### src/design/snd_pkg.sv
// Shared constants, types and helpers of the synced node device table.
`default_nettype none
package snd_pkg;

    localparam int NODE_SLOTS   = 8;
    localparam int DEV_PER_NODE = 64;
    localparam int NODE_W       = (NODE_SLOTS > 1) ? $clog2(NODE_SLOTS) : 1;
    localparam int NCNT_W       = $clog2(NODE_SLOTS + 1);
    localparam int DEV_W        = (DEV_PER_NODE > 1) ? $clog2(DEV_PER_NODE) : 1;
    localparam int DCNT_W       = $clog2(DEV_PER_NODE + 1);
    localparam int DEV_DEPTH    = NODE_SLOTS * DEV_PER_NODE;
    localparam int ADDR_W       = (DEV_DEPTH > 1) ? $clog2(DEV_DEPTH) : 1;
    localparam int FIFO_DEPTH   = 2;
    localparam int QPTR_W       = $clog2(FIFO_DEPTH);
    localparam int QCNT_W       = $clog2(FIFO_DEPTH + 1);
    localparam logic [31:0] STALE_RESET = 32'd60000;

    typedef enum logic [1:0] {
        OP_REPORT = 2'd0,
        OP_ACK    = 2'd1,
        OP_SWEEP  = 2'd2,
        OP_LOOKUP = 2'd3
    } op_t;

    typedef enum logic [2:0] {
        ST_UPDATED    = 3'd0,
        ST_CREATED    = 3'd1,
        ST_NODE_FULL  = 3'd2,
        ST_DEV_FULL   = 3'd3,
        ST_NOT_FOUND  = 3'd4,
        ST_SWEEP_DONE = 3'd5
    } status_t;

    typedef struct packed {
        logic [47:0] mac;
        logic [7:0]  rssi;
        logic [7:0]  chan;
        logic [31:0] pkts;
        logic        rnd;
        logic [31:0] stamp;
        logic [31:0] win;
    } dev_rec_t;

    typedef struct packed {
        op_t         op;
        logic [47:0] smac;
        logic [47:0] tmac;
        logic [31:0] now;
        logic [7:0]  rssi;
        logic [7:0]  chan;
        logic [31:0] pkts;
        logic        rnd;
        logic [31:0] win;
        logic [31:0] t2;
        logic [30:0] rtt;
        logic [31:0] off;
    } work_t;

    typedef struct packed {
        status_t     status;
        logic [31:0] corr;
        logic [31:0] off;
        logic [30:0] rtt;
        logic [9:0]  evict;
        logic [7:0]  rssi;
        logic [7:0]  chan;
        logic [31:0] pkts;
        logic        rnd;
        logic [31:0] win;
        logic        synced;
        logic [31:0] rep;
    } res_t;

    function automatic logic [ADDR_W-1:0] dev_addr(input logic [NODE_W-1:0] n,
                                                   input logic [DEV_W-1:0] i);
        return ADDR_W'(ADDR_W'(n) * ADDR_W'(DEV_PER_NODE) + ADDR_W'(i));
    endfunction

endpackage
`default_nettype wire

### src/design/snd_front.sv
// Front part: accepts items and works out round trip and offset of acknowledgements.
`default_nettype none
module snd_front (
    input  wire logic               clk,
    input  wire logic               rst_n,
    input  wire logic               push,
    output logic                    full,
    input  wire logic [1:0]         operation,
    input  wire logic [47:0]        node_mac,
    input  wire logic [47:0]        dev_mac,
    input  wire logic [31:0]        now_ms,
    input  wire logic signed [7:0]  rssi_dbm,
    input  wire logic [7:0]         strong_channel,
    input  wire logic [31:0]        packet_total,
    input  wire logic               mac_random,
    input  wire logic [31:0]        window_num,
    input  wire logic [31:0]        node_time_ms,
    input  wire logic [31:0]        coord_send_ms,
    input  wire logic [31:0]        node_reply_ms,
    output logic                    q_push,
    output snd_pkg::work_t          q_item,
    input  wire logic               q_full
);
    import snd_pkg::*;

    typedef enum logic [1:0] {F_IDLE, F_CALC, F_PUSH} fstate_t;

    fstate_t            state_reg;
    work_t              item_reg;
    logic [31:0]        a_reg;
    logic [31:0]        b_reg;
    logic [31:0]        dt_reg;

    logic signed [32:0] rtt_wide;
    logic [30:0]        rtt_clamp;
    logic signed [33:0] off_wide;
    logic [31:0]        off_clamp;

    assign full   = (state_reg != F_IDLE);
    assign q_push = (state_reg == F_PUSH);
    assign q_item = item_reg;

    always_comb
    begin
        rtt_wide = $signed({a_reg[31], a_reg}) - $signed({b_reg[31], b_reg});
        if (rtt_wide[32])
            rtt_clamp = '0;
        else if (rtt_wide[31])
            rtt_clamp = 31'h7FFF_FFFF;
        else
            rtt_clamp = rtt_wide[30:0];
        off_wide = $signed({{2{dt_reg[31]}}, dt_reg}) - $signed({4'b0000, rtt_clamp[30:1]});
        // Below the signed 32-bit range the offset saturates.
        if (off_wide[33] && (off_wide[32:31] != 2'b11))
            off_clamp = 32'h8000_0000;
        else
            off_clamp = off_wide[31:0];
    end

    always_ff @(posedge clk or negedge rst_n)
    begin
        if (!rst_n)
        begin
            state_reg <= F_IDLE;
        end
        else
        begin
            unique case (state_reg)
                F_IDLE:
                begin
                    if (push)
                    begin
                        item_reg.op   <= op_t'(operation);
                        item_reg.smac <= node_mac;
                        item_reg.tmac <= dev_mac;
                        item_reg.now  <= now_ms;
                        item_reg.rssi <= rssi_dbm;
                        item_reg.chan <= strong_channel;
                        item_reg.pkts <= packet_total;
                        item_reg.rnd  <= mac_random;
                        item_reg.win  <= window_num;
                        item_reg.t2   <= node_time_ms;
                        a_reg         <= now_ms - coord_send_ms;
                        b_reg         <= node_reply_ms - node_time_ms;
                        dt_reg        <= node_time_ms - coord_send_ms;
                        state_reg     <= F_CALC;
                    end
                end
                F_CALC:
                begin
                    item_reg.rtt <= rtt_clamp;
                    item_reg.off <= off_clamp;
                    state_reg    <= F_PUSH;
                end
                F_PUSH:
                begin
                    if (!q_full)
                        state_reg <= F_IDLE;
                end
                default: state_reg <= F_IDLE;
            endcase
        end
    end
endmodule
`default_nettype wire

### config.mk
export PLATFORM = sky130hd
export DESIGN_NAME = snd_front
export DESIGN_NICKNAME = d
export VERILOG_FILES = /design/src/design/snd_pkg.sv /design/src/design/snd_front.sv
export SDC_FILE = /design/constraint.sdc
export NUM_CORES = 1
export LEC_CHECK = 0
export BUFFER_PORTS_ARGS = -buffer_cell sky130_fd_sc_hd__buf_2
export CAP_MARGIN = 40
export CELL_PAD_IN_SITES_DETAIL_PLACEMENT = 1
export CELL_PAD_IN_SITES_GLOBAL_PLACEMENT = 1
export CORE_ASPECT_RATIO = 0.9
export CORE_MARGIN = 2
export CORE_UTILIZATION = 33
export DETAILED_ROUTE_END_ITERATION = 7
export PLACE_DENSITY_LB_ADDON = 0.15
export SLEW_MARGIN = 20
export SYNTH_ARGS = -nofsm -noshare
export SYNTH_HDL_FRONTEND = slang
export SYNTH_SLANG_ARGS = --single-unit
### constraint.sdc
create_clock -name clk -period 13.95 [get_ports clk]
set_input_delay 2.79 -clock clk [delete_from_list [all_inputs] [get_ports clk]]
set_output_delay 2.79 -clock clk [all_outputs]
set_load 0.02 [all_outputs]
==> reports/metrics.csv <==
stage,metric,value,unit
synth,yosys.cell_types.count,75,
floorplan,fp.coreArea,62900,µm²
power,power_frac_seq,0.362,
grt,grt_pass1_wl,100000,µm
timing,relSlewSlack,0.482,
placed_design,place_area,25100,µm²
power,p_comb_frac,0.379,
drt,drcViolationCount,0,
grt,grtUsageMet3,0.0386,
drt,viasPerCell,4.90,
power,p_clk_frac,0.260,
clock_tree,postCtsSetupRepairBufs,0,
status,status,completed,
final_layout,nNetsFinal,2818,
floorplan,dieArea,66000,µm²
power,p_switching,1.65,mW
floorplan,die_y,244,µm
grt,grt.overflow.total,0,
power,power,4.56,mW
timing,fin_crit,6.41,ns
grt,grt.total_usage,0.198,
timing,maxSlewViolCount,0,
power,ir_drop,0.0000941,V
synth,synth_edf_count,402,
clock_tree,tritoncts,done,
synth,ys_seq_elements,404,
placed_design,port_buffers,618,
timing,timing.final.crit_share,0.459,
placed_design,dp_cells,3142,
synth,ys_async_sr_fraction,0.00495,
drt,drt_pre_antenna_iters,5,
worst_setup_path,cp.arrival,6.70,ns
power,pwr_density_cell,171,nW/µm²
final_layout,largest_register_ffs,306,
final_layout,synthToLayoutAreaGrowth,26.4,%
drt,initialDrtViolationCount,747,
power,p_int,2.91,mW
clock_tree,cts_hold_buffers,0,
clock_tree,cts_root_buffer,clkbuf_16,
synth,synth.top_cell.area_share,0.572,
grt,grt_max_degree,64,
worst_setup_path,required,14.24,ns
final_layout,fin_cells,3229,
synth,syn_inst,1702,
placed_design,dp_hpwl,55200,µm
drt,num_vias,15816,
clock_tree,cts_made_buffers,46,
grt,grt_pass1_vias,16460,
drt,wl_per_cell,20.9,µm
worst_setup_path,path_class,flip-flop to flip-flop,
worst_hold_path,min_path_type,flip-flop to flip-flop,
synth,ys_warn_count,0,
clock_tree,clock_latency,0.59,ns
final_layout,fillCellCount,6923,
timing,hold_violations,0,
synth,ys_seq_area_frac,0.575,
grt,busiest_layer,met2,
synth,synth-main-ff-cell,edfxtp_1,
clock_tree,max-clock-path-buffers,3,
grt,grtUsageMet2,0.336,
worst_setup_path,path_max_fanout,60,
power,p_sw_frac,0.362,
clock_tree,clkTransAtPathRegs,0.06,ns
timing,tns,0,ns
worst_setup_path,start_kind,flip-flop,
floorplan,start_util,0.335,
worst_setup_path,end_kind,flip-flop,
timing,max_freq,0.156,GHz
clock_tree,cts-resized-gates,0,
placed_design,gp_congestion,0.895,
drt,wirelength,67500,µm
clock_tree,cts_max_level,2,
timing,setup_viol,0,
grt,antenna_found_initial,8,
power,power_leakage,11.4,nW
synth,synth_area_leader_cell,edfxtp_1,
synth,synth_area_per_cell,12.4,µm²
final_layout,layout-drive-gt1-share,0.309,
synth,netlist_area,21100,µm²
floorplan,die-width,270,µm
final_layout,stdcell_area,26700,µm²
clock_tree,cts_sinks,404,
grt,grt_use_met1,0.257,
synth,syn_nets,2173,
timing,worst_pin_slew,0.757,ns
final_layout,final_util,0.424,
drt,ant_nets,0,
timing,skew,0.0217,ns
floorplan,rows,87,
synth,synthTopCellsByArea,"edfxtp_1, ha_1, xnor2_1",
floorplan,ios,619,
run,maxCapViolations,0,
timing,rsz0062_at_grt,no,
## kinds of logic (layout without fill, tap and decap cells)
group / count (synthesis) / count (layout) / synth area share
flops: 404 / 404 / 0.575
xor+xnor: 126 / 126 / 0.0527
other cells: 0 / 1 / 0
mux: 2 / 2 / 0.000949
fa+ha+maj: 160 / 160 / 0.0967
buf+inv: 167 / 848 / 0.0358
compound gates: 509 / 509 / 0.161
simple gates: 334 / 334 / 0.0781
## power by group through the flow
| stage | Sequential, mW | Combinational [mW] | Clock, mW |
|---|---|---|---|
| global route | 1.66 | 1.91 | 1.27 |
| global placement | 1.67 | 1.69 | 0 |
| floorplan | 1.86 | 1.07 | 0 |
| CTS | 1.65 | 1.73 | 1.23 |
| finish | 1.65 | 1.73 | 1.18 |
| detailed placement | 1.68 | 1.73 | 0 |
## area by class of cell
type / count / area (µm²) / area share
well taps: 845 / 1060 / 0.0397
diodes: 1 / 2.50 / 0.0000939
repair buffers: 630 / 3280 / 0.123
flip-flops and latches: 404 / 12100 / 0.455
multi-input cells: 1131 / 8240 / 0.309
inverters: 134 / 503 / 0.0189
clock buffers: 59 / 1240 / 0.0466
clock inverters: 25 / 215 / 0.00807
## metal layers
metal | wire, µm | vias up
met5 | 36 | -
li1 | - | 7650
met1 | 30100 | 7646
met3 | 3520 | 96
met4 | 1680 | 6
met2 | 32200 | 418
## cell usage in the layout (no fill, tap or decap), types with 5 or more instances in the layout
| cell type | n |
|---|---|
| a211oi_1 | 19 |
| a21o_1 | 79 |
| a21oi_1 | 136 |
| a31oi_1 | 18 |
| and3_1 | 16 |
| buf_2 | 618 |
| buf_4 | 7 |
| clkbuf_1 | 10 |
| clkbuf_16 | 47 |
| clkinv_1 | 7 |
| clkinv_2 | 11 |
| edfxtp_1 | 402 |
| fa_1 | 5 |
| ha_1 | 155 |
| inv_1 | 134 |
| nand2_1 | 71 |
| nand2b_1 | 22 |
| nand3_1 | 32 |
| nand4_1 | 14 |
| nor2_1 | 94 |
| nor2b_1 | 24 |
| nor3_1 | 20 |
| nor3b_1 | 6 |
| o2111ai_1 | 5 |
| o211ai_1 | 7 |
| o21a_1 | 57 |
| o21ai_0 | 74 |
| o21ai_1 | 31 |
| o21bai_1 | 20 |
| o31a_1 | 7 |
| o31ai_1 | 7 |
| or2_2 | 9 |
| xnor2_1 | 81 |
| xor2_1 | 44 |
## stage by stage
step	hold WS, ns	setup WS, ns
final	0.541	7.54
after detailed placement	0.538	7.48
after global placement	0.506	7.67
after CTS	0.545	7.45
after floorplan	0.464	2.59
after global routing	0.588	6.98
## worst max-delay path: stages, from the launching register on
cell and delay, ns:
edfxtp_1 0.37, ha_1 0.21, inv_1 0.07, fa_1 0.20, a21oi_1 0.09, o21ba_2 0.25
o21ai_2 0.24, a211oi_2 0.16, o31ai_4 0.38, a21o_1 0.17, nand3_1 0.11, a41oi_4 0.22
buf_4 0.47, o21ai_1 0.14, ha_1 0.39, a21o_1 0.21, a211oi_1 0.31, a21oi_2 0.15
o221ai_2 0.28, o211ai_2 0.18, a311oi_4 0.72, a31o_1 0.62, nor3_1 0.15
## path summary, 6_finish.rpt
check	depth (start not counted)	to	startpoint	slack, ns
setup / recovery	22	q_item[16]	b_reg[0]	7.54
hold / removal	1	state_reg[1]	state_reg[1]	0.54
setup reg to reg	22	q_item[16]	b_reg[0]	7.54
hold reg to reg	1	state_reg[1]	state_reg[1]	0.54
max in group asynchronous	1	state_reg[0]	rst_n	11.84
min in group asynchronous	1	state_reg[1]	rst_n	2.00
## synth_stat cells (5+ instances only)
library cell	number
nor2b_1	24
clkbuf_1	11
nand2b_1	22
nor2_1	94
o2111ai_1	5
a31oi_1	18
or2_2	9
nand4_1	14
inv_1	134
xor2_1	44
o211ai_1	7
o31ai_1	7
buf_6	14
fa_1	5
edfxtp_1	402
nor3_1	20
ha_1	155
o31a_1	7
o21a_1	57
o21ai_1	31
and3_1	16
a21o_1	79
o21ai_0	74
nand2_1	71
a21oi_1	136
o21bai_1	20
a211oi_1	19
nand3_1	32
nor3b_1	7
buf_4	5
xnor2_1	81
Note: power is estimated with default switching activity, not from simulation.
