--- src/design/snd_pkg.sv ---
// Shared constants, types and helpers of the synced node device table.
`default_nettype none
package snd_pkg;

    localparam int NODE_SLOTS   = 8;
    localparam int DEV_PER_NODE = 64;
    localparam int NODE_W       = (NODE_SLOTS > 1) ? $clog2(NODE_SLOTS) : 1;
    localparam int NCNT_W       = $clog2(NODE_SLOTS + 1);
    localparam int DEV_W        = (DEV_PER_NODE > 1) ? $clog2(DEV_PER_NODE) : 1;
    localparam int DCNT_W       = $clog2(DEV_PER_NODE + 1);
    localparam int DEV_DEPTH    = NODE_SLOTS * DEV_PER_NODE;
    localparam int ADDR_W       = (DEV_DEPTH > 1) ? $clog2(DEV_DEPTH) : 1;
    localparam int FIFO_DEPTH   = 2;
    localparam int QPTR_W       = $clog2(FIFO_DEPTH);
    localparam int QCNT_W       = $clog2(FIFO_DEPTH + 1);
    localparam logic [31:0] STALE_RESET = 32'd60000;

    typedef enum logic [1:0] {
        OP_REPORT = 2'd0,
        OP_ACK    = 2'd1,
        OP_SWEEP  = 2'd2,
        OP_LOOKUP = 2'd3
    } op_t;

    typedef enum logic [2:0] {
        ST_UPDATED    = 3'd0,
        ST_CREATED    = 3'd1,
        ST_NODE_FULL  = 3'd2,
        ST_DEV_FULL   = 3'd3,
        ST_NOT_FOUND  = 3'd4,
        ST_SWEEP_DONE = 3'd5
    } status_t;

    typedef struct packed {
        logic [47:0] mac;
        logic [7:0]  rssi;
        logic [7:0]  chan;
        logic [31:0] pkts;
        logic        rnd;
        logic [31:0] stamp;
        logic [31:0] win;
    } dev_rec_t;

    typedef struct packed {
        op_t         op;
        logic [47:0] smac;
        logic [47:0] tmac;
        logic [31:0] now;
        logic [7:0]  rssi;
        logic [7:0]  chan;
        logic [31:0] pkts;
        logic        rnd;
        logic [31:0] win;
        logic [31:0] t2;
        logic [30:0] rtt;
        logic [31:0] off;
    } work_t;

    typedef struct packed {
        status_t     status;
        logic [31:0] corr;
        logic [31:0] off;
        logic [30:0] rtt;
        logic [9:0]  evict;
        logic [7:0]  rssi;
        logic [7:0]  chan;
        logic [31:0] pkts;
        logic        rnd;
        logic [31:0] win;
        logic        synced;
        logic [31:0] rep;
    } res_t;

    function automatic logic [ADDR_W-1:0] dev_addr(input logic [NODE_W-1:0] n,
                                                   input logic [DEV_W-1:0] i);
        return ADDR_W'(ADDR_W'(n) * ADDR_W'(DEV_PER_NODE) + ADDR_W'(i));
    endfunction

endpackage
`default_nettype wire

--- src/design/snd_queue.sv ---
// Short item queue between the front and back parts.
`default_nettype none
module snd_queue (
    input  wire logic           clk,
    input  wire logic           rst_n,
    input  wire logic           wr_en,
    input  wire snd_pkg::work_t wr_data,
    output logic                full,
    input  wire logic           rd_en,
    output snd_pkg::work_t      rd_data,
    output logic                empty
);
    import snd_pkg::*;

    work_t               slot_reg [FIFO_DEPTH];
    logic [QPTR_W-1:0]   wptr_reg;
    logic [QPTR_W-1:0]   rptr_reg;
    logic [QCNT_W-1:0]   cnt_reg;

    assign full    = (cnt_reg == QCNT_W'(FIFO_DEPTH));
    assign empty   = (cnt_reg == '0);
    assign rd_data = slot_reg[rptr_reg];

    always_ff @(posedge clk or negedge rst_n)
    begin
        if (!rst_n)
        begin
            wptr_reg <= '0;
            rptr_reg <= '0;
            cnt_reg  <= '0;
        end
        else
        begin
            if (wr_en && !full)
            begin
                slot_reg[wptr_reg] <= wr_data;
                wptr_reg <= (wptr_reg == QPTR_W'(FIFO_DEPTH - 1)) ? '0 : wptr_reg + 1'b1;
            end
            if (rd_en && !empty)
            begin
                rptr_reg <= (rptr_reg == QPTR_W'(FIFO_DEPTH - 1)) ? '0 : rptr_reg + 1'b1;
            end
            cnt_reg <= cnt_reg + QCNT_W'(wr_en && !full) - QCNT_W'(rd_en && !empty);
        end
    end
endmodule
`default_nettype wire

--- config.mk ---
export PLATFORM = sky130hd
export DESIGN_NAME = snd_queue
export DESIGN_NICKNAME = d
export VERILOG_FILES = /design/src/design/snd_pkg.sv /design/src/design/snd_queue.sv
export SDC_FILE = /design/constraint.sdc
export NUM_CORES = 1
export LEC_CHECK = 0
export BUFFER_PORTS_ARGS = -buffer_cell sky130_fd_sc_hd__buf_2
export CAP_MARGIN = 15
export CORE_AREA = 3 3 240 242
export CTS_CLUSTER_DIAMETER = 100
export CTS_CLUSTER_SIZE = 25
export DETAILED_ROUTE_END_ITERATION = 10
export DIE_AREA = 0 0 243 245
export GPL_TIMING_DRIVEN = 1
export PLACE_DENSITY = 0.79
export SYNTH_ARGS = -nofsm -noshare
export SYNTH_HDL_FRONTEND = slang
export SYNTH_SLANG_ARGS = --single-unit
--- constraint.sdc ---
create_clock -name clk -period 21.8 [get_ports clk]
set_input_delay 4.36 -clock clk [delete_from_list [all_inputs] [get_ports clk]]
set_output_delay 4.36 -clock clk [all_outputs]
set_load 0.005 [all_outputs]
==> results of run 1 <==
[metrics by stage]
stage	total power, mW	setup WS (ps)	hold WS (ps)	utilization	instance area, um^2
3_5_place_dp	2.50	13820	490	0.489	27000
4_1_cts	3.09	13150	506	0.503	27800
3_3_place_gp	2.48	13900	481	0.489	27000
5_1_grt	3.19	12990	572	0.504	27900
2_1_floorplan	2.22	4770	468	-	23200
6_report	3.05	13250	513	0.504	27900
[synth_stat cells (2+ instances only)]
cell type  number
buf_6          27
mux2_2         76
mux2_4        230
xnor2_1         3
ha_1            2
buf_2           7
edfxtp_1      612
dfrtp_1         4
inv_1           2
[layer usage]
metal  share of wire  vias up
met1            0.37     5720
met5          0.0018        -
li1                -     5089
met4           0.028       14
met2            0.53      397
met3           0.073       85
[cell families (layout without fill, tap and decap cells)]
logic type / count (synthesis) / in the layout
muxes: 306 / 306
and+or+nand+nor: 6 / 6
DFF: 616 / 616
adders and majority gates: 2 / 2
other: 0 / 12
xor gates and xnor gates: 4 / 4
buffers and inverters: 36 / 672
[final timing paths]
kind                                  from          endpoint  cells after the start
worst max-delay path              rptr_reg      rd_data[106]                      4
worst min-delay path            cnt_reg[1]        cnt_reg[1]                      1
worst max register to register  cnt_reg[1]  slot_reg[0][225]                      6
worst min register to register  cnt_reg[1]        cnt_reg[1]                      1
max in group asynchronous            rst_n          rptr_reg                      1
min in group asynchronous            rst_n        cnt_reg[1]                      1
[critical path, cell delays in order, from the launching register on]
cell	delay, ps
dfrtp_4	1130
buf_4	960
buf_4	920
mux2_4	360
buf_2	130
[where the power goes]
part | switching (mW) | internal [mW] | leakage [nW] | total [mW]
combinational | 0.419 | 0.512 | 4.73 | 0.931
sequential | 0.0627 | 1.47 | 5.64 | 1.53
clock | 0.343 | 0.248 | 0.391 | 0.591
[final cells by class]
cell class | instances | area [um^2]
well taps | 748 | 936
flip-flops and latches | 616 | 18500
clock buffers | 38 | 759
inverters | 2 | 7.51
repair buffers | 627 | 3190
clock inverters | 5 | 46.3
multi-input cells | 318 | 4420
diodes | 12 | 30.0
fillers | 4535 | 27400
==> impl_metrics.toml, run 1 <==
[synth]
synthAdderAreaFrac = 0.00108
synth_top_area_share = 0.791
synth_area_um2 = 23200
syn_avg_cell_area_um2 = 23.9
synth_area_leaders = "edfxtp_1, mux2_4, mux2_2"
synth_seq_cells = 616
synth_cells = 970
ys_types = 16
synth-edff-count = 612
ys.warnings.count = 0
synth_top_family_by_area = "multiplexers"
synthMuxAreaShare = 0.186
synth_seq_area_share = 0.795
synth-simple-area-share = 0.00156
ys.flop_type = "edfxtp_1"
synth_area_leader_cell = "edfxtp_1"
synthXorXnorAreaFrac = 0.00151
syn_nets = 1282
synth_compound_area_frac = 0
postSynth.asyncResetShare = 0.00649

[setup_path]
cp-end-kind = "output pin"
path_class = "register to output pin"
crit_arrival_ps = 4190
reg2reg_setup_slack_ps = 18190
cp.required_ps = 17440
startpoint_type = "register"
critPathMaxFanout = 71

[timing]
slew_viol_final = 0
fmaxAchievable_mhz = 117
timing.final.crit_share = 0.392
slew_headroom = 0.180
clock_skew_ps = 11.1
rsz0062_at_grt = "false"
fin_crit_ps = 8550
hold_viol_final = 0
tightest_slew_ps = 1230
setup_viol = 0
setup-tns-final_ps = 0

[detailed_routing]
first_iter_violations = 646
viasPerCell = 4.78
vias = 11300
wl_mm = 50.2
drc = 0
first_pass_iters = 4
final_antenna_net_count = 0
wire_per_inst_um = 21.2

[cells_and_area]
final_cell_mix = "buf_2, edfxtp_1, mux2_4"
finish.net_count = 1906
layout-drive-gt1-share = 0.604
largest_register_ffs = 612
layout_commonest_cell = "buf_2"
finalNonFillerCells = 2366
areaGrowthSynthToFinish_pct = 20.0

[floorplan]
die_width_um = 243
placementRows = 86
die_h_um = 245
initial_core_util = 0.420
io_pins = 618
dieArea_um2 = 59500
coreArea_um2 = 55300

[clocking]
post_cts_buffers = 0
path_clk_slew_ps = 90
ctsResizeCount = 0
clock_sinks = 616
cts_max_level = 1
hold_buffers = 0
numCtsBuffers = 29
cts_tree = "built"
clockRootBuffer = "clkbuf_16"
clk_path_buf_depth = 3
clk-insertion-delay-late_ps = 590

[power]
p_per_area_nw_per_um2 = 110
vdd_drop_max_uv = 92.3
p_leak_nw = 10.8

[global_routing]
met3_usage = 0.0432
grt_pass1_vias = 11900
met2_usage = 0.292
grt_max_degree = 174
antenna_found_initial = 21
top_usage_layer = "met2"
grt_usage = 0.161
grt_pass1_wl_mm = 73.8
globalRouteMet1Util = 0.186
overflow = 0

[placement]
port_buffers = 617
placed_cells = 2311
gp_congestion = 0.837
hpwl_mm = 35.8

[flow_run]
cap_violations = 0

[min_path]
hold_class = "register to register"

[status]
run_status = "finished, final reports clean"
Note: power is estimated with default switching activity, not from simulation.
==> run 2, diff against run 1 <==
- PLACE_DENSITY: 0.79 -> 0.76
- clock period: 21.8 -> 8.3 ns (I/O delays scaled with it)
==> run 2 against run 1 <==
Effect of this change: clock skew rose by 7.4 ps; largest power group unchanged; highest routed layer unchanged; non-clock buffer count fell by 2; register-to-register slack got worse by 13000 ps; hold slack got worse by 1.7 ps; critical endpoint is now rd_data[161]; count of clock-buffer cells in the layout rose by 3; final cell count rose by 0.13%.
==> impl_metrics.toml, run 2 (same netlist as run 1, synthesis figures left out) <==
[status]
run_status = "finished, final reports clean"

[detailed_routing]
viasPerCell = 4.78
final_antenna_net_count = 0
vias = 11300
wire_per_inst_um = 20.8
first_iter_violations = 593
wl_mm = 49.3
drc = 0
first_pass_iters = 4

[floorplan]
io_pins = 618
die_h_um = 245
placementRows = 86
coreArea_um2 = 55300
die_width_um = 243
initial_core_util = 0.420
dieArea_um2 = 59500

[global_routing]
grt_usage = 0.158
overflow = 0
antenna_found_initial = 23
grt_max_degree = 157
grt_pass1_wl_mm = 72.3
grt_pass1_vias = 12000

[timing]
setup-tns-final_ps = 0
hold_viol_final = 0
slew_headroom = 0.203
fin_crit_ps = 4770
slew_viol_final = 0
clock_skew_ps = 18.6
setup_viol = 0
fmaxAchievable_mhz = 209
timing.final.crit_share = 0.575
tightest_slew_ps = 1200
hold_ws_ps = 512
rsz0062_at_grt = "false"
setup_ws_ps = 3530

[cells_and_area]
finish.net_count = 1905
areaGrowthSynthToFinish_pct = 20.5
layout_commonest_cell = "buf_2"
final_cell_mix = "buf_2, edfxtp_1, mux2_4"
layout-drive-gt1-share = 0.604
largest_register_ffs = 612

[clocking]
clockRootBuffer = "clkbuf_16"
post_cts_buffers = 0
path_clk_slew_ps = 90
cts_max_level = 1
numCtsBuffers = 30
hold_buffers = 0
clock_sinks = 616
clk_path_buf_depth = 3
clk-insertion-delay-late_ps = 600
cts_tree = "built"
ctsResizeCount = 0

[power]
p_per_area_nw_per_um2 = 290
p_leak_nw = 10.8
vdd_drop_max_uv = 247
power_mw = 8.11

[setup_path]
cp.required_ps = 6640
path_cells = "buf_12 -> mux2_4 -> buf_2"
path_class = "register to output pin"
crit_buf_inv = 2
critPathMaxFanout = 125
cpPeakStageDelay_ps = 1010
cp_slowest_cell = "dfrtp_4"
cp-end-kind = "output pin"
startpoint_type = "register"
critical_path.top_delay_family = "flip-flops"
crit_arrival_ps = 3110

[placement]
port_buffers = 617
hpwl_mm = 34.3
gp_congestion = 0.786
pre_cts_slack_ps = 4210

[min_path]
hold_class = "register to register"

[flow_run]
cap_violations = 0
run 2: metal layers:
metal  vias to the layer above  global-route usage  routed length, um
li1                       5091                   -                  -
met3                       105              0.0568               4230
met1                      5701               0.175              17400
met5                         -                   0                127
met2                       415               0.282              26000
met4                        20              0.0506               1570
run 2: path summary, 6_finish.rpt:
| path | from | cells after the start | to | slack (ps) |
|---|---|---|---|---|
| worst max-delay path | rptr_reg | 3 | rd_data[161] | 3530 |
| worst min-delay path | cnt_reg[1] | 1 | cnt_reg[1] | 510 |
| worst max register to register | cnt_reg[1] | 4 | slot_reg[1][42] | 5300 |
| worst min register to register | cnt_reg[1] | 1 | cnt_reg[1] | 510 |
| max in group asynchronous | rst_n | 1 | rptr_reg | 7300 |
| min in group asynchronous | rst_n | 1 | rptr_reg | 850 |
run 2: where the power goes:
group          total [mW]  switching [mW]  leakage [nW]  internal (mW)
clock                1.63           0.927         0.430          0.701
sequential           4.01           0.150          5.64           3.86
combinational        2.47            1.11          4.74           1.36
run 2: stage by stage:
stage,cell area (um^2),utilization,std cells
6_report,28000,0.506,2369
5_1_grt,28000,0.506,2368
4_1_cts,28000,0.506,2355
3_5_place_dp,27100,0.489,2309
3_3_place_gp,27100,0.489,2309
2_1_floorplan,23300,-,970
run 2: cell type report:
type	count	area, um^2
timing repair buffer	625	3210
clock inverter	5	76.3
tap	748	936
fill	4499	27300
multi-input combinational	318	4440
inverter	2	7.51
clock buffer	41	813
antenna	14	35.0
sequential	616	18500
run 2: worst reg2reg max path: stages (launching register included):
cell and delay (ps):
dfrtp_1 420, nand2b_1 240, and4_4 280, buf_12 500, buf_12 730
